==> src/hdl/complex_number_alu_assert.svh <==
// Assertion macros for the complex arithmetic unit.
// Used by complex_number_alu.sv; expects clk and rst_n in scope.
`ifndef COMPLEX_NUMBER_ALU_ASSERT_SVH
`define COMPLEX_NUMBER_ALU_ASSERT_SVH

// same-cycle implication
`define CNA_ASSERT_NOW(lbl, ante, cons, msg) \
  lbl: assert property (@(posedge clk) disable iff (!rst_n) (ante) |-> (cons)) \
    else $error(msg);

// next-cycle implication
`define CNA_ASSERT_NEXT(lbl, ante, cons, msg) \
  lbl: assert property (@(posedge clk) disable iff (!rst_n) (ante) |=> (cons)) \
    else $error(msg);

`endif

==> src/hdl/cna_pkg.sv <==
// Shared types and constants for the complex arithmetic unit.
// No dependencies.
package cna_pkg;

  localparam int WORD_BITS_DEF = 32;
  localparam int FRAC_BITS_DEF = 16;
  localparam int TOL_W         = 16;
  localparam logic [TOL_W-1:0] TOL_RESET = 16'd66;

  typedef enum logic [2:0] {
    OP_ADD  = 3'd0,
    OP_SUB  = 3'd1,
    OP_MUL  = 3'd2,
    OP_CDIV = 3'd3,
    OP_EQ   = 3'd4,
    OP_SDIV = 3'd5
  } op_t;

  localparam logic [1:0] ST_OK   = 2'd0;
  localparam logic [1:0] ST_DIVZ = 2'd1;
  localparam logic [1:0] ST_SAT  = 2'd2;

  // per-item control travelling along the pipe
  typedef struct packed {
    logic sgn_re;
    logic sgn_im;
    logic ovf_re;
    logic ovf_im;
    logic divz;
    logic eq;
    logic zero;
    logic div;
  } cna_ctrl_t;

endpackage

==> src/hdl/cna_back.sv <==
// Back end: sign restore, saturation, status and the output register.
// Depends on cna_pkg.
module cna_back #(
  parameter int W = cna_pkg::WORD_BITS_DEF
) (
  input  logic               clk,
  input  logic               rst_n,
  input  logic               up_valid,
  output logic               up_ready,
  input  cna_pkg::cna_ctrl_t up_ctrl,
  input  logic [W:0]         up_mag_re,
  input  logic [W:0]         up_mag_im,
  output logic               out_valid,
  input  logic               out_ready,
  output logic signed [W-1:0] out_res_re,
  output logic signed [W-1:0] out_res_im,
  output logic               out_is_equal,
  output logic [1:0]         out_status
);

  localparam logic [W:0]   LIM_POS = {2'b00, {(W-1){1'b1}}};
  localparam logic [W:0]   LIM_NEG = {2'b01, {(W-1){1'b0}}};
  localparam logic [W-1:0] V_MAX   = {1'b0, {(W-1){1'b1}}};
  localparam logic [W-1:0] V_MIN   = {1'b1, {(W-1){1'b0}}};

  logic         sat_re, sat_im;
  logic [W-1:0] val_re, val_im;
  logic [W:0]   neg_re, neg_im;

  logic               valid_r, eq_r;
  logic [W-1:0]       re_r, im_r;
  logic [1:0]         st_r, st_nxt;

  assign neg_re = -up_mag_re;
  assign neg_im = -up_mag_im;

  assign sat_re = !up_ctrl.zero && (up_ctrl.ovf_re ||
                  (up_ctrl.sgn_re ? (up_mag_re > LIM_NEG) : (up_mag_re > LIM_POS)));
  assign sat_im = !up_ctrl.zero && (up_ctrl.ovf_im ||
                  (up_ctrl.sgn_im ? (up_mag_im > LIM_NEG) : (up_mag_im > LIM_POS)));

  always_comb begin
    if (up_ctrl.zero) begin
      val_re = '0;
    end else if (sat_re) begin
      val_re = up_ctrl.sgn_re ? V_MIN : V_MAX;
    end else begin
      val_re = up_ctrl.sgn_re ? neg_re[W-1:0] : up_mag_re[W-1:0];
    end
    if (up_ctrl.zero) begin
      val_im = '0;
    end else if (sat_im) begin
      val_im = up_ctrl.sgn_im ? V_MIN : V_MAX;
    end else begin
      val_im = up_ctrl.sgn_im ? neg_im[W-1:0] : up_mag_im[W-1:0];
    end
    priority if (up_ctrl.divz) begin
      st_nxt = cna_pkg::ST_DIVZ;
    end else if (sat_re || sat_im) begin
      st_nxt = cna_pkg::ST_SAT;
    end else begin
      st_nxt = cna_pkg::ST_OK;
    end
  end

  assign up_ready = !valid_r || out_ready;

  always_ff @(posedge clk) begin
    if (!rst_n) begin
      valid_r <= 1'b0;
    end else if (up_ready) begin
      valid_r <= up_valid;
    end
  end

  always_ff @(posedge clk) begin
    if (up_ready && up_valid) begin
      re_r <= val_re;
      im_r <= val_im;
      eq_r <= up_ctrl.eq;
      st_r <= st_nxt;
    end
  end

  assign out_valid    = valid_r;
  assign out_res_re   = re_r;
  assign out_res_im   = im_r;
  assign out_is_equal = eq_r;
  assign out_status   = st_r;

endmodule

==> config.mk <==
export PLATFORM = sky130hd
export DESIGN_NAME = cna_back
export DESIGN_NICKNAME = d
export VERILOG_FILES = /design/src/hdl/complex_number_alu_assert.svh /design/src/hdl/cna_pkg.sv /design/src/hdl/cna_back.sv
export SDC_FILE = /design/constraint.sdc
export NUM_CORES = 1
export LEC_CHECK = 0
export ABC_AREA = 1
export BUFFER_PORTS_ARGS = -buffer_cell sky130_fd_sc_hd__buf_4
export CORE_ASPECT_RATIO = 1.2
export CORE_UTILIZATION = 35
export DETAILED_ROUTE_END_ITERATION = 10
export GPL_TIMING_DRIVEN = 0
export HOLD_SLACK_MARGIN = 0.15
export PLACE_DENSITY = 0.6
export SYNTH_ARGS = -nofsm -noshare
export SYNTH_HDL_FRONTEND = slang
export SYNTH_SLANG_ARGS = --single-unit
==> constraint.sdc <==
create_clock -name clk -period 5.7 [get_ports clk]
set_input_delay 0.57 -clock clk [delete_from_list [all_inputs] [get_ports clk]]
set_output_delay 0.57 -clock clk [all_outputs]
set_load 0.01 [all_outputs]
======== Word level (Yosys, flattened, before mapping) ========
Cells that the tools add are included.
word-level totals
  register bits ........................... 68
  bits of input ports ..................... 78
  output and inout bits ................... 69
  logic and storage cells ................. 29
operators by class
  add/subtract/negate cells ............... 2
  order comparisons ....................... 4
  multiplexer cells ....................... 9
  reduce and logical (&&, ||, !) cells .... 9
operators by type and width
  cell                                                                    count
  32-bit two-way mux                                                      6
  33-bit by 31-bit > comparator with 1-bit output, second input constant  2
  33-bit by 32-bit > comparator with 1-bit output, second input constant  2
  32-bit negator                                                          2
  1-bit logical OR                                                        4
  1-bit logical AND                                                       3
  1-bit zero test                                                         2
  1-bit two-way mux                                                       2
  2-bit two-way mux                                                       1

======== Logic depth before layout (Yosys ltp) ========
  word-level depth ........................ 6
  depth in mapped cells ................... 12
  depth with buffers taken out ............ 12

======== Least setup slack after synthesis ========
No wires, ideal clock.
  path type ............................... input-to-reg
  from .................................... input port up_valid
  to ...................................... register eq_r, in the netlist out_is_equal (enable)
  setup time .............................. 0.514 ns
  arrival time ............................ 3.858 ns
  data required time ...................... 5.186 ns
  setup slack ............................. 1.328 ns
  stages .................................. 2
  path buffers ............................ 0
  cell sequence ........................... inv_1 a21oi_1
between the ends
  longest elaborated chain between the ends .. 1
ends and longest elaborated chain
  what                  RTL line        RTL
  start, declared       cna_back.sv:8   input logic up_valid,
  1-bit logical AND     cna_back.sv:77  if (up_ready && up_valid) begin
  end signal, assigned  cna_back.sv:80  eq_r <= up_ctrl.eq;
  end, declared         cna_back.sv:30  logic valid_r, eq_r;
No other way between the ends.
A chain may end at the register's enable or synchronous reset.

======== Worst setup path in the final report ========
  from .................................... input port up_mag_im[0]
  to ...................................... register im_r[28], in the netlist out_res_im[28] (data pin)
between the ends
  longest elaborated chain between the ends .. 5
  elaborated cells between the ends (all ways) .. 8
  classes of those cells .................. add/sub (1); order compare (2); mux (3); reduce/logical (2)
ends and longest elaborated chain
  what                                                                                                                       RTL line        RTL
  start, declared                                                                                                            cna_back.sv:12  input logic [W:0] up_mag_im,
  33-bit by 31-bit > comparator with 1-bit output / 33-bit by 32-bit > comparator with 1-bit output (equally long branches)  cna_back.sv:40  (up_ctrl.sgn_im ? (up_mag_im > LIM_NEG) : (up_mag_im > LIM_POS)));
  1-bit two-way mux                                                                                                          cna_back.sv:40
  1-bit logical OR                                                                                                           cna_back.sv:39  assign sat_im = !up_ctrl.zero && (up_ctrl.ovf_im ||
  1-bit logical AND                                                                                                          cna_back.sv:39
  32-bit two-way mux (*)                                                                                                     cna_back.sv:52  end else if (sat_im) begin
  end signal, assigned                                                                                                       cna_back.sv:79  im_r <= val_im;
  end, declared                                                                                                              cna_back.sv:31  logic [W-1:0] re_r, im_r;
Mark *: on every way between the ends. The rest lies on a longest branch, timed or not.

==> results.cfg <==
[status]
run_status = complete, no violations

[critical_path]
worst_setup_path_end_kind = flip-flop
path_class = in2reg
crit_path_top_delay_cell = nor3_1
path_cells = buf_4, inv_1, ha_1, nand2_1, nor2_1, nand2_1, nor3_1, nand3_1, nand3_1, nand2_1, nand2_1, nand2_1
critical_path_buf_inv_count = 2
worst-path-max-fanout = 4
worstPathArrival_ns = 2.32
path_depth = 12
cpMostUsedCell = nand2_1
worstRegToRegCells = 2
crit_path_start_kind = input port
cp_top_family = simple AND/OR/NAND/NOR gates
max_stage_delay_ns = 0.37
worstPathRequired_ns = 5.80

[timing]
rsz0062_at_grt = false
hold_violations = 0
slew_violations = 0
tightest_slew_ns = 0.6068
post-route-min-period_ns = 2.224
skew_ns = 0.005574
fin_tns_setup_ns = 0
min_period_over_period_pct = 39.01
setup_viol = 0
fmax_mhz = 449.7
relSlewSlack_pct = 59.46

[logic_synthesis]
synth_cell_type_count = 31
syn_avg_cell_area_um2 = 7.846
syn-cell-area_um2 = 4896
ys_seq_area_share_pct = 41.50
yosys_register_bits = 68
synth_cells = 624
synth-warning-count = 0
syn_nets = 706

[power_and_ir_drop]
pwr-share-comb_pct = 20.8
power_w = 0.001522
p_leak_nw = 2.989
switching_share_pct = 26.60
p_seq_share_pct = 39.7
clock_power_share_pct = 39.5
power_switching_w = 0.0004049
peakVddDrop_mv = 0.1595
p_int_w = 0.001117
p_per_area_nw_per_um2 = 231.8

[clocking]
cts_hold_buf = 0
max-clock-path-buffers = 2
h-tree-depth = 3
cts_resized = 0
clock_sinks = 68
cts_setup_buffers = 0
insertion_delay_ns = 0.34
clk_pin_slew_ns = 0.06
numCtsBuffers = 9
cts_root_buf = clkbuf_16
cts_tree = built

[cells_and_area]
nFillCells = 1367
area_growth_pct = 34.14
antenna_cells = 0
final_area_um2 = 6568
layout-drive-gt1-share_pct = 28.50
fin_nets = 863

[routing]
routed_wl_um = 13980
drc = 0
post_drt_wl_per_cell_um = 14.60
drt_iter0_markers = 124
viasPerCell = 4.837
detail-route-antenna-nets = 0
drt_pre_antenna_iters = 4
vias = 4629

[floorplan]
core_area_um2 = 13700
die-height_um = 131.6
die_area_um2 = 14470
start_util_pct = 35.73
fp-row-count = 47
io-pin-count = 147
die_w_um = 110.0

[global_routing]
antenna_found_initial = 0
grt_busiest_layer = met2
overflow = 0
track_usage_pct = 20.01
grt_pass1_vias = 4596
met3_usage_pct = 4.415
use_met2_pct = 37.36
grt_pass1_wl_um = 22050
met1_usage_pct = 21.19
grt_start_max_net_pins = 31

[place]
dpl.hpwl_um = 11430
gp_congestion = 0.8988
dpl-instance-area_um2 = 6250
io_buffers = 144

[flow_run]
drv_cap = 0

[worst_hold_path]
hold_class = in2reg
holdPathStages = 1
## stage by stage
step | setup slack [ns] | utilization [%] | hold WS, ns | cells
3_5_place_dp | 3.125 | 45.61 | 0.5527 | 941
2_1_floorplan | 1.328 | - | 0.5953 | 624
6_report | 3.476 | 47.93 | 0.4091 | 957
3_3_place_gp | 0.03478 | 45.18 | 0.4977 | 939
5_1_grt | 3.210 | 47.93 | 0.3953 | 957
4_1_cts | 3.451 | 47.93 | 0.4022 | 957
## path summary, 6_finish.rpt
path / end / startpoint / slack [ns]
max reg2reg: out_res_im[7]$_SDFFCE_PP0P_ / out_valid$_SDFFE_PN0N_ / 4.23
max: out_res_im[28]$_SDFFCE_PP0P_ / up_mag_im[0] / 3.48
min reg2reg: out_valid$_SDFFE_PN0N_ / out_valid$_SDFFE_PN0N_ / 0.57
min: out_is_equal$_DFFE_PP_ / up_ctrl[2] / 0.41
## sequential cells by signal, summed over array words and instances (netlist names)
signal	count
out_is_equal	1
out_res_im	32
out_res_re	32
out_status	2
out_valid	1
## final cells by class
type | instances | area, um^2 | area share [%]
Sequential cell | 68 | 2032 | 30.94
Multi-Input combinational cell | 475 | 2470 | 37.61
Buffer | 19 | 171.4 | 2.610
Tap cell | 171 | 214.0 | 3.258
Timing Repair Buffer | 146 | 1129 | 17.18
Inverter | 62 | 234.0 | 3.563
Clock buffer | 10 | 229.0 | 3.486
Clock inverter | 6 | 88.84 | 1.353
## synth_stat cells
| library cell | instances | area share, % |
|---|---|---|
| ha_1 | 4 | 1.0 |
| nand4_1 | 7 | 0.89 |
| buf_4 | 3 | 0.46 |
| nand4_4 | 1 | 0.43 |
| nor2_1 | 83 | 6.4 |
| xnor2_1 | 16 | 2.9 |
| nor2_2 | 9 | 1.1 |
| nand3_2 | 3 | 0.61 |
| nand2_1 | 192 | 15 |
| o21ai_0 | 32 | 3.3 |
| a21oi_1 | 9 | 0.92 |
| clkinv_2 | 1 | 0.10 |
| edfxtp_1 | 67 | 41 |
| inv_1 | 61 | 4.7 |
| a21oi_2 | 1 | 0.18 |
| buf_6 | 5 | 1.1 |
| o21a_1 | 1 | 0.15 |
| clkbuf_1 | 6 | 0.46 |
| buf_12 | 3 | 1.2 |
| o211ai_1 | 1 | 0.15 |
| or2_2 | 2 | 0.26 |
| o21ai_4 | 1 | 0.33 |
| nor3_1 | 4 | 0.41 |
| dfxtp_1 | 1 | 0.41 |
| a21boi_0 | 1 | 0.15 |
| nand3_4 | 1 | 0.36 |
| buf_2 | 2 | 0.20 |
| xor2_1 | 32 | 5.7 |
| nand3_1 | 40 | 4.1 |
| nand3b_1 | 4 | 0.61 |
| o21ai_2 | 31 | 5.5 |
## cells by family after synthesis
kind of cell             Yosys count  share of synthesized area [%]
AO/OA/AOI/OAI                     77                          10.71
XOR/XNOR                          48                          8.587
adder cells (fa/ha/maj)            4                          1.022
buffers and inverters             81                          8.280
flip-flops                        68                          41.50
AND/OR/NAND/NOR                  346                          29.90
## power groups by stage
stage          clock network (W)  registers [W]  logic (W)
2_1_floorplan                  0       0.000636   0.000145
3_3_place_gp                   0       0.000619   0.000310
3_5_place_dp                   0       0.000614   0.000320
4_1_cts                 0.000607       0.000604   0.000320
5_1_grt                 0.000633       0.000607   0.000347
6_report                0.000601       0.000604   0.000317
## worst reg2reg max path, delay by kind of cell (launching register included)
family,cells,cell delay [ns]
buf+inv,1,0.29
flops,1,0.34
compound gates,1,0.52
## layer usage
layer  part of all wire [%]  vias up  routed length, um
met4                    2.8        0                395
met1                     37     2135               5224
met3                    5.3       30                745
met2                     54      128               7611
li1                       -     2336                  -
met5                      0        -                  0
## placed cells by master (no fill, tap or decap), types with 5 or more instances in the layout
cell / instances
nand4_1: 7
buf_4: 147
o21ai_0: 32
clkbuf_1: 7
o21ai_2: 31
xor2_1: 32
edfxtp_1: 67
inv_1: 61
clkbuf_16: 9
xnor2_1: 16
nand3_1: 40
buf_6: 5
a21oi_1: 8
nand2_1: 192
nor2_2: 9
nor2_1: 83
Note: power is estimated with default switching activity, not from simulation.
