File: config.mk
export PLATFORM = sky130hd
export DESIGN_NAME = cna_cell
export DESIGN_NICKNAME = d
export VERILOG_FILES = /design/src/hdl/complex_number_alu_assert.svh /design/src/hdl/cna_pkg.sv /design/src/hdl/cna_cell.sv
export SDC_FILE = /design/constraint.sdc
export NUM_CORES = 1
export LEC_CHECK = 0
export ABC_AREA = 1
export BUFFER_PORTS_ARGS = -buffer_cell sky130_fd_sc_hd__buf_4
export CORE_MARGIN = 10
export CORE_UTILIZATION = 45
export CTS_BUF_LIST = sky130_fd_sc_hd__clkbuf_4
export CTS_CLUSTER_DIAMETER = 80
export DETAILED_ROUTE_END_ITERATION = 6
export GPL_TIMING_DRIVEN = 0
export PLACE_DENSITY = 0.76
export SLEW_MARGIN = 20
export SYNTH_ARGS = -nofsm -noshare
export SYNTH_HDL_FRONTEND = slang
export SYNTH_SLANG_ARGS = --single-unit
File: constraint.sdc
create_clock -name clk -period 41.3 [get_ports clk]
set_input_delay 4.13 -clock clk [delete_from_list [all_inputs] [get_ports clk]]
set_output_delay 4.13 -clock clk [all_outputs]
set_load 0.01 [all_outputs]
File: src/hdl/complex_number_alu_assert.svh
// Assertion macros for the complex arithmetic unit.
// Used by complex_number_alu.sv; expects clk and rst_n in scope.
`ifndef COMPLEX_NUMBER_ALU_ASSERT_SVH
`define COMPLEX_NUMBER_ALU_ASSERT_SVH

// same-cycle implication
`define CNA_ASSERT_NOW(lbl, ante, cons, msg) \
  lbl: assert property (@(posedge clk) disable iff (!rst_n) (ante) |-> (cons)) \
    else $error(msg);

// next-cycle implication
`define CNA_ASSERT_NEXT(lbl, ante, cons, msg) \
  lbl: assert property (@(posedge clk) disable iff (!rst_n) (ante) |=> (cons)) \
    else $error(msg);

`endif

File: src/hdl/cna_pkg.sv
// Shared types and constants for the complex arithmetic unit.
// No dependencies.
package cna_pkg;

  localparam int WORD_BITS_DEF = 32;
  localparam int FRAC_BITS_DEF = 16;
  localparam int TOL_W         = 16;
  localparam logic [TOL_W-1:0] TOL_RESET = 16'd66;

  typedef enum logic [2:0] {
    OP_ADD  = 3'd0,
    OP_SUB  = 3'd1,
    OP_MUL  = 3'd2,
    OP_CDIV = 3'd3,
    OP_EQ   = 3'd4,
    OP_SDIV = 3'd5
  } op_t;

  localparam logic [1:0] ST_OK   = 2'd0;
  localparam logic [1:0] ST_DIVZ = 2'd1;
  localparam logic [1:0] ST_SAT  = 2'd2;

  // per-item control travelling along the pipe
  typedef struct packed {
    logic sgn_re;
    logic sgn_im;
    logic ovf_re;
    logic ovf_im;
    logic divz;
    logic eq;
    logic zero;
    logic div;
  } cna_ctrl_t;

endpackage

File: src/hdl/cna_cell.sv
// One restoring-division cell: settles quotient bit SHIFT of both lanes.
// Depends on cna_pkg.
module cna_cell #(
  parameter int W     = cna_pkg::WORD_BITS_DEF,
  parameter int F     = cna_pkg::FRAC_BITS_DEF,
  parameter int SHIFT = 0
) (
  input  logic               clk,
  input  logic               rst_n,
  input  logic               up_valid,
  output logic               up_ready,
  input  cna_pkg::cna_ctrl_t up_ctrl,
  input  logic [W:0]         up_mag_re,
  input  logic [W:0]         up_mag_im,
  input  logic [2*W+F-1:0]   up_rem_re,
  input  logic [2*W+F-1:0]   up_rem_im,
  input  logic [2*W-1:0]     up_den,
  output logic               dn_valid,
  input  logic               dn_ready,
  output cna_pkg::cna_ctrl_t dn_ctrl,
  output logic [W:0]         dn_mag_re,
  output logic [W:0]         dn_mag_im,
  output logic [2*W+F-1:0]   dn_rem_re,
  output logic [2*W+F-1:0]   dn_rem_im,
  output logic [2*W-1:0]     dn_den
);

  localparam int NUM_W = 2 * W + F;
  localparam int CMP_W = 3 * W + F + 2;

  logic               v_r;
  cna_pkg::cna_ctrl_t ctrl_r;
  logic [W:0]         mag_re_r, mag_im_r, mag_re_nxt, mag_im_nxt;
  logic [NUM_W-1:0]   rem_re_r, rem_im_r, rem_re_nxt, rem_im_nxt;
  logic [2*W-1:0]     den_r;
  logic [CMP_W-1:0]   dsh, r_re, r_im;
  logic               ge_re, ge_im;

  assign dsh   = CMP_W'(up_den) << SHIFT;
  assign r_re  = CMP_W'(up_rem_re);
  assign r_im  = CMP_W'(up_rem_im);
  assign ge_re = up_ctrl.div && (r_re >= dsh);
  assign ge_im = up_ctrl.div && (r_im >= dsh);

  always_comb begin
    mag_re_nxt = up_mag_re;
    mag_im_nxt = up_mag_im;
    rem_re_nxt = up_rem_re;
    rem_im_nxt = up_rem_im;
    if (ge_re) begin
      mag_re_nxt[SHIFT] = 1'b1;
      rem_re_nxt        = NUM_W'(r_re - dsh);
    end
    if (ge_im) begin
      mag_im_nxt[SHIFT] = 1'b1;
      rem_im_nxt        = NUM_W'(r_im - dsh);
    end
  end

  assign up_ready = !v_r || dn_ready;

  always_ff @(posedge clk) begin
    if (!rst_n) begin
      v_r <= 1'b0;
    end else if (up_ready) begin
      v_r <= up_valid;
    end
  end

  always_ff @(posedge clk) begin
    if (up_ready && up_valid) begin
      ctrl_r   <= up_ctrl;
      mag_re_r <= mag_re_nxt;
      mag_im_r <= mag_im_nxt;
      rem_re_r <= rem_re_nxt;
      rem_im_r <= rem_im_nxt;
      den_r    <= up_den;
    end
  end

  assign dn_valid  = v_r;
  assign dn_ctrl   = ctrl_r;
  assign dn_mag_re = mag_re_r;
  assign dn_mag_im = mag_im_r;
  assign dn_rem_re = rem_re_r;
  assign dn_rem_im = rem_im_r;
  assign dn_den    = den_r;

endmodule

-- Yosys cells after proc, flatten, opt, wreduce, memory -nomap -nowiden
Index checks and enable logic that the tools add are counted.
- $add $sub $neg: 2
- order comparisons: 2
- mux-type cells: 2
- reduce and logical (&&, ||, !) cells: 5
- operator list (operator ; count):
    greater-or-equal comparator 80 x 64 -> 1 bit ; 2
    2-to-1 mux 80 bit ; 2
    subtractor 80 x 64 -> 80 bit ; 2
    logical AND 1 bit ; 3
    zero test 1 bit ; 1
    logical OR 1 bit ; 1
- register bits: 299
- input port bits: 302
- output and inout bits: 300

-- Logic depth before layout (Yosys ltp)
Gate-level depths: netlist of run 1.
- depth in word-level cells: 3
- gate-level depth with buffers: 19
- depth with buffers taken out: 18

-- Worst setup path after synthesis of run 1
Ideal clock, no wire load.
- kind: input to register
- from: in up_valid
- to: reg ctrl_r (netlist bit dn_ctrl[0]) (enable)
- setup time: 1.056 ns
- arrival: 18.448 ns
- slack: 21.796 ns
- stages: 2
- buffers on the path: 0
- cells stage by stage: inv_1 > a21oi_1
- longest elaborated chain between the ends: 1
- RTL lines (what ; line ; RTL):
    start: declaration ; cna_cell.sv:10 ; input logic up_valid,
    logical AND 1 bit ; cna_cell.sv:71 ; if (up_ready && up_valid) begin
    end signal: assignment ; cna_cell.sv:72 ; ctrl_r <= up_ctrl;
    end: declaration ; cna_cell.sv:32 ; cna_pkg::cna_ctrl_t ctrl_r;
No other way between the ends.
A chain may end at the register's enable or synchronous reset.

-- Worst setup path after layout of run 1
- from: in dn_ready
- to: out up_ready
- longest elaborated chain between the ends: 1
- RTL lines (what ; line ; RTL):
    start: declaration ; cna_cell.sv:19 ; input logic dn_ready,
    logical OR 1 bit ; cna_cell.sv:60 ; assign up_ready = !v_r || dn_ready;
    end: declaration ; cna_cell.sv:11 ; output logic up_ready,
No other way between the ends.

==> results of run 1 <==
## critical path, cell delays in order
cell and delay, ns:
buf_4 0.11, inv_1 0.11, nand2_1 0.11, buf_4 0.17
## Yosys cell counts, drive strengths merged, types with 2 or more instances
library cell | number | area (um^2)
nor3 | 24 | 125
edfxtp | 298 | 8950
xor2 | 8 | 70.1
nand3 | 145 | 743
a21o | 2 | 15.0
and2 | 7 | 43.8
ha | 128 | 1600
a21oi | 93 | 465
nand3b | 4 | 30.0
inv | 845 | 3170
or2 | 3 | 18.8
clkbuf | 2 | 7.51
a21boi | 2 | 15.0
xnor2 | 60 | 526
nand2 | 1877 | 7100
nand4 | 38 | 238
nor2 | 409 | 1590
nor4 | 5 | 37.5
o21ai | 87 | 544
clkinv | 2 | 8.75
fa | 2 | 40.0
buf | 30 | 279
o21bai | 11 | 82.6
## cell families (layout without fill, tap and decap cells)
group | after synthesis | in the layout
AND/OR/NAND/NOR | 2514 | 2514
XOR/XNOR | 68 | 68
other | 0 | 19
flip-flops | 299 | 299
AO/OA/AOI/OAI | 197 | 197
buffers and inverters | 879 | 1626
adder cells (fa/ha/maj) | 130 | 130
## report_power, final
| part | internal [mW] | switching (mW) |
|---|---|---|
| logic | 0.120 | 0.224 |
| clock network | 0.131 | 0.135 |
| registers | 0.364 | 0.00740 |
## how the worst min path moves through the flow
stage,from,end,cells past startpoint
finish,dn_valid,dn_valid,2
global placement,dn_valid,dn_valid,2
detailed placement,dn_valid,dn_valid,2
global route,dn_valid,dn_valid,2
floorplan,dn_valid,dn_valid,2
CTS,dn_valid,dn_valid,2
## metal layers
metal  vias to the layer above  part of all wire, %  global-route usage, %
li1                      13900                    -                      -
met1                     13300                   40                   46.7
met2                      1551                   45                   59.2
met3                       246                   11                   8.18
met4                         6                  4.9                   17.1
met5                         -                0.040                      0
## cells in the final DEF (no fill, tap or decap), types with 38 or more instances in the layout
master and count:
ha_1 128, o21ai_1 43, clkbuf_4 111, nand2_1 1858
nand4_1 38, nand3_1 143, edfxtp_1 298, a21oi_1 92
buf_4 605, nor2_1 394, inv_1 826, xnor2_1 60
## registers in the layout, summed over array words and instances (netlist names)
name and count:
dn_ctrl 8, dn_den 64, dn_mag_im 33, dn_mag_re 33, dn_rem_im 80, dn_rem_re 80
dn_valid 1
## final cells by class
class	count	area [um^2]
fillers	5759	23900
multi-input cells	2909	13300
flip-flops and latches	299	8970
repair buffers	615	4880
inverters	847	3180
well taps	756	946
clock buffers	111	833
plain buffers	32	287
clock inverters	21	143
diodes	19	47.5
## metrics by stage
stage / power [mW] / utilization (%)
6_report: 0.981 / 57.7
5_1_grt: 1.03 / 57.7
4_1_cts: 0.978 / 57.6
3_5_place_dp: 0.712 / 55.9
3_3_place_gp: 0.716 / 55.2
2_1_floorplan: 0.567 / -
==> flow_summary_export.csv, run 1 <==
group,metric,value,unit
status,outcome,"complete, but fails checks",
status,violations,"DRC",
synthesis,netlist-cell-type-count,43,
synthesis,netlist_area,25700,um^2
timing,rsz_0062_raised_after_global_routing,"false",
critical_path,regToRegEndpoint,"dn_rem_im[41]",
cts,clock_sinks,299,
synthesis,yosys.area_share.adder,6.38,%
route,routed_via_density,5.15,
route,drt-initial-drc-count,3213,
critical_path,worst-endpoint-arrival,4.63,ns
critical_path,endpoint_kind,"output port",
floorplanning,start_util,45.6,%
critical_path,timing.critical_path.required,37.17,ns
critical_path,critical_path.max_fanout,2,
critical_path,worstSetupEndpoint,"up_ready",
cts,post_cts.repair.setup_buffers,0,
critical_path,regToRegSetupSlack,38.85,ns
placement,place_hpwl,112000,um
timing,final_hold_viol_count,0,
synthesis,synth_mux_area_share,0,%
route,drt_pre_antenna_iters,7,
route,dr_total_vias,28900,
timing,fin_crit,8.76,ns
floorplanning,die_outline_area,67200,um^2
synthesis,synth_xor_area_share,2.31,%
placement,numPlacedInstances,5458,
route,drcViolationCount,13,
synthesis,synthesis.area_per_instance,6.30,um^2
timing,setup_violations,0,
timing,finClkSkew,0.0373,ns
placement,place_worst_setup_slack,32.56,ns
route,drt_wl_total,129000,um
timing,fmaxAchievable,114,MHz
cts,count_of_hold_buffers_inserted_by_post_cts_repair,0,
synthesis,synth-compound-area-share,4.42,%
cts,cts_tree,"built",
min_path,holdCritPathClass,"flip-flop to flip-flop",
cts,clock_tree.buffer_depth,3,
floorplanning,die-width,259,um
critical_path,critical_path.startpoint,"dn_ready",
timing,worst_pin_slew,0.930,ns
synthesis,yosys_register_bits,299,
cts,cts_repair_resize_count,0,
placement,post_placement_cell_area,31600,um^2
cells_and_area,final_net_count,5216,
synthesis,synth-async-reset-ratio,0,%
cts,cts.root.buffer_cell,"clkbuf_4",
synthesis,synth_top_family_by_area,"simple AND/OR/NAND/NOR gates",
timing,final_worst_path_period_share,21.2,%
power_and_ir_drop,power.density_cell_area,30.1,nW/um^2
global_route,grt_antenna_before_repair,22,
timing,timing.final.max_slew_violations,0,
synthesis,seq_area_frac_synth,34.8,%
route,detail-route-antenna-nets,0,
cells_and_area,post_layout_nonfiller_instances,5609,
synthesis,ys_dominant_reg_cell,"edfxtp_1",
floorplanning,floorplan.rows,87,
critical_path,path_class,"primary input to output port",
timing,post-route-worst-setup-slack,32.54,ns
synthesis,synth_enable_flop_cells,298,
cells_and_area,layout-area-overhead-vs-synth,26.7,%
synthesis,simple_gate_portion_of_the_synthesized_area,38.6,%
global_route,global_route.usage.total,36.9,%
synthesis,synthesis.instances,4087,
global_route,grt_pass1_wl,180000,um
placement,gpl_congestion,1.06,
cts,cts_max_level,3,
global_route,grt_remaining_overflow,0,
placement,place.port_buffers,601,
global_route,grt_max_degree,27,
cts,cts-buffers-inserted,80,
cts,clock_latency,0.87,ns
critical_path,worst_setup_path_start_kind,"primary input",
cells_and_area,fraction_of_layout_instances_using_a_drive_strength_above_1,17.6,%
floorplanning,ioPinCount,602,
power_and_ir_drop,max-vdd-ir-drop,0.0277,mV
critical_path,r2r_start,"dn_valid",
floorplanning,die_height,259,um
critical_path,reg2regPathDepth,7,
cells_and_area,finish.instance_area,32600,um^2
power_and_ir_drop,p_leak,17.8,nW
run,maxCapViolCount,0,
synthesis,ys.warnings.count,0,
global_route,grt_pass1_vias,27200,
cts,clk_transition_reported_paths,0.06,ns
route,route.detailed.wl_per_inst,23.0,um
synthesis,synth_fp_nets,4519,
timing,timing.slew.headroom,38.0,%
floorplanning,core-area,56500,um^2
timing,totalNegativeSetupSlack,0,ns
timing,final.hold.worst_slack,0.653,ns
Note: power is estimated with default switching activity, not from simulation.
==> run 2: changes to the inputs <==
- clock period: 41.3 -> 8.5 ns (I/O delays scaled with it)
==> flow_summary_export.csv, run 2 (synthesis results as in run 1) <==
group,metric,value,unit
status,outcome,"completed",
min_path,holdCritPathClass,"primary input to flip-flop",
critical_path,worst_setup_path_start_kind,"primary input",
global_route,grt_max_degree,28,
timing,finClkSkew,0.0741,ns
critical_path,endpoint_kind,"flip-flop",
placement,place_hpwl,111000,um
global_route,grt_pass1_wl,178000,um
cts,cts_tree,"built",
cells_and_area,fraction_of_layout_instances_using_a_drive_strength_above_1,17.6,%
timing,totalNegativeSetupSlack,0,ns
power_and_ir_drop,max-vdd-ir-drop,0.133,mV
cells_and_area,finish.utilization,57.7,%
power_and_ir_drop,power_frac_comb,35.3,%
route,routed_via_density,5.08,
route,drt-initial-drc-count,3009,
floorplanning,die_outline_area,67200,um^2
cells_and_area,layout-area-overhead-vs-synth,26.7,%
timing,rsz_0062_raised_after_global_routing,"false",
min_path,hold_path.startpoint,"up_den[4]",
floorplanning,floorplan.rows,87,
power_and_ir_drop,power_spent_charging_and_discharging_nets,1.75,mW
cts,post_cts.repair.setup_buffers,0,
critical_path,timing.critical_path.required,9.02,ns
route,drt_wl_total,127000,um
cts,clock_tree.buffer_depth,3,
critical_path,r2r_start,"dn_valid",
floorplanning,die-width,259,um
cells_and_area,finish.instance_area,32600,um^2
critical_path,cell_with_the_most_instances_on_the_worst_path,"nand2_2",
timing,setup_violations,0,
cts,cts-buffers-inserted,78,
critical_path,worst-endpoint-arrival,4.18,ns
run,maxCapViolCount,0,
global_route,grt_antenna_before_repair,26,
cells_and_area,final_common_cell,"nand2_1",
cells_and_area,final_net_count,5214,
route,route.detailed.wl_per_inst,22.6,um
cts,cts_max_level,3,
power_and_ir_drop,p_seq_share,38.2,%
critical_path,critical-path-max-stage-delay,0.44,ns
placement,numPlacedInstances,5458,
placement,post_placement_cell_area,31600,um^2
power_and_ir_drop,internal_power,2.98,mW
cts,clk_transition_reported_paths,0.06,ns
cts,count_of_hold_buffers_inserted_by_post_cts_repair,0,
cts,clock_latency,0.92,ns
floorplanning,core-area,56500,um^2
global_route,global_route.usage.total,36.3,%
power_and_ir_drop,share_clk_of_total_power,26.6,%
timing,fin_crit,3.66,ns
critical_path,path_class,"primary input to flip-flop",
timing,worst_pin_slew,1.11,ns
cts,cts.root.buffer_cell,"clkbuf_4",
timing,timing.final.max_slew_violations,0,
timing,final.hold.worst_slack,0.140,ns
power_and_ir_drop,post-layout-total-power,4.72,mW
placement,place_worst_setup_slack,4.09,ns
placement,place.port_buffers,601,
power_and_ir_drop,p_sw_share,37.0,%
route,drt_pre_antenna_iters,6,
floorplanning,ioPinCount,602,
cells_and_area,post_layout_nonfiller_instances,5618,
timing,final_hold_viol_count,0,
timing,post-route-worst-setup-slack,4.84,ns
floorplanning,start_util,45.6,%
critical_path,crit_chain,"buf_4, ha_1, inv_1, fa_1, nand3_1, inv_1, nor2_1, o21ai_2, nand2_1, nand2_2, nand2_2, nand2_2, nand2_2, nand3_2, nand2_2, buf_6, buf_6, o21ai_2",
placement,gpl_congestion,1.08,
route,dr_total_vias,28600,
global_route,grt_pass1_vias,27000,
floorplanning,die_height,259,um
timing,fmaxAchievable,273,MHz
timing,timing.slew.headroom,25.0,%
critical_path,critical_path.max_fanout,10,
critical_path,critical_path.startpoint,"up_den[0]",
cells_and_area,fillCellCount,5695,
global_route,grt_remaining_overflow,0,
cells_and_area,most-common-layout-cells,"1,858 x nand2_1, 826 x inv_1, 605 x buf_4",
power_and_ir_drop,power.density_cell_area,145,nW/um^2
route,drcViolationCount,0,
cts,clock_sinks,299,
critical_path,timing.critical_path.slowest_stage_cell,"fa_1",
power_and_ir_drop,p_leak,17.8,nW
route,detail-route-antenna-nets,0,
timing,final_worst_path_period_share,43.1,%
cts,cts_repair_resize_count,0,
## run 2: changes by cell type in the layout (fill, tap and decap cells not counted), sizes merged
cell,before,now
diode,19,27
clkinvlp,2,0
inv,848,850
clkinv,17,20
clkbuf,113,111
## run 2: final timing paths
kind                    to  slack (ns)  cells past startpoint
max reg2reg  dn_rem_re[62]        6.15                      7
min              dn_den[4]        0.14                      1
max          dn_rem_im[28]        4.84                     18
min reg2reg       dn_valid        0.56                      2
## run 2: power by group through the flow
stage	clock, mW	combinational, mW	sequential, mW
4_1_cts	1.28	1.63	1.80
3_3_place_gp	0	1.59	1.85
5_1_grt	1.36	1.80	1.81
6_report	1.25	1.67	1.80
2_1_floorplan	0	0.816	1.90
3_5_place_dp	0	1.62	1.83
## run 2: worst max-delay path: cells and delay by family
| kind | cells | cell delay (ns) |
|---|---|---|
| AOI/OAI and AO/OA | 2 | 0.39 |
| adders and majority gates | 2 | 0.63 |
| buffers and inverters | 5 | 0.87 |
| and+or+nand+nor | 9 | 1.40 |
## run 2: final cells by class
cell class / count / area [um^2] / area share (%)
diodes: 27 / 67.6 / 0.207
plain buffers: 32 / 287 / 0.878
clock buffers: 109 / 818 / 2.51
clock inverters: 24 / 134 / 0.410
inverters: 847 / 3180 / 9.75
multi-input cells: 2909 / 13300 / 40.8
flip-flops and latches: 299 / 8970 / 27.5
well taps: 756 / 946 / 2.90
repair buffers: 615 / 4900 / 15.0
## run 2: per-layer routing
layer,part of all wire [%],track usage (%),up-vias,wire length [um]
met5,0.032,0,-,41
met4,4.5,16.5,6,5710
met3,10,8.87,208,13300
met2,44,57.0,1445,56400
met1,41,46.7,13000,51600
li1,-,-,13900,-
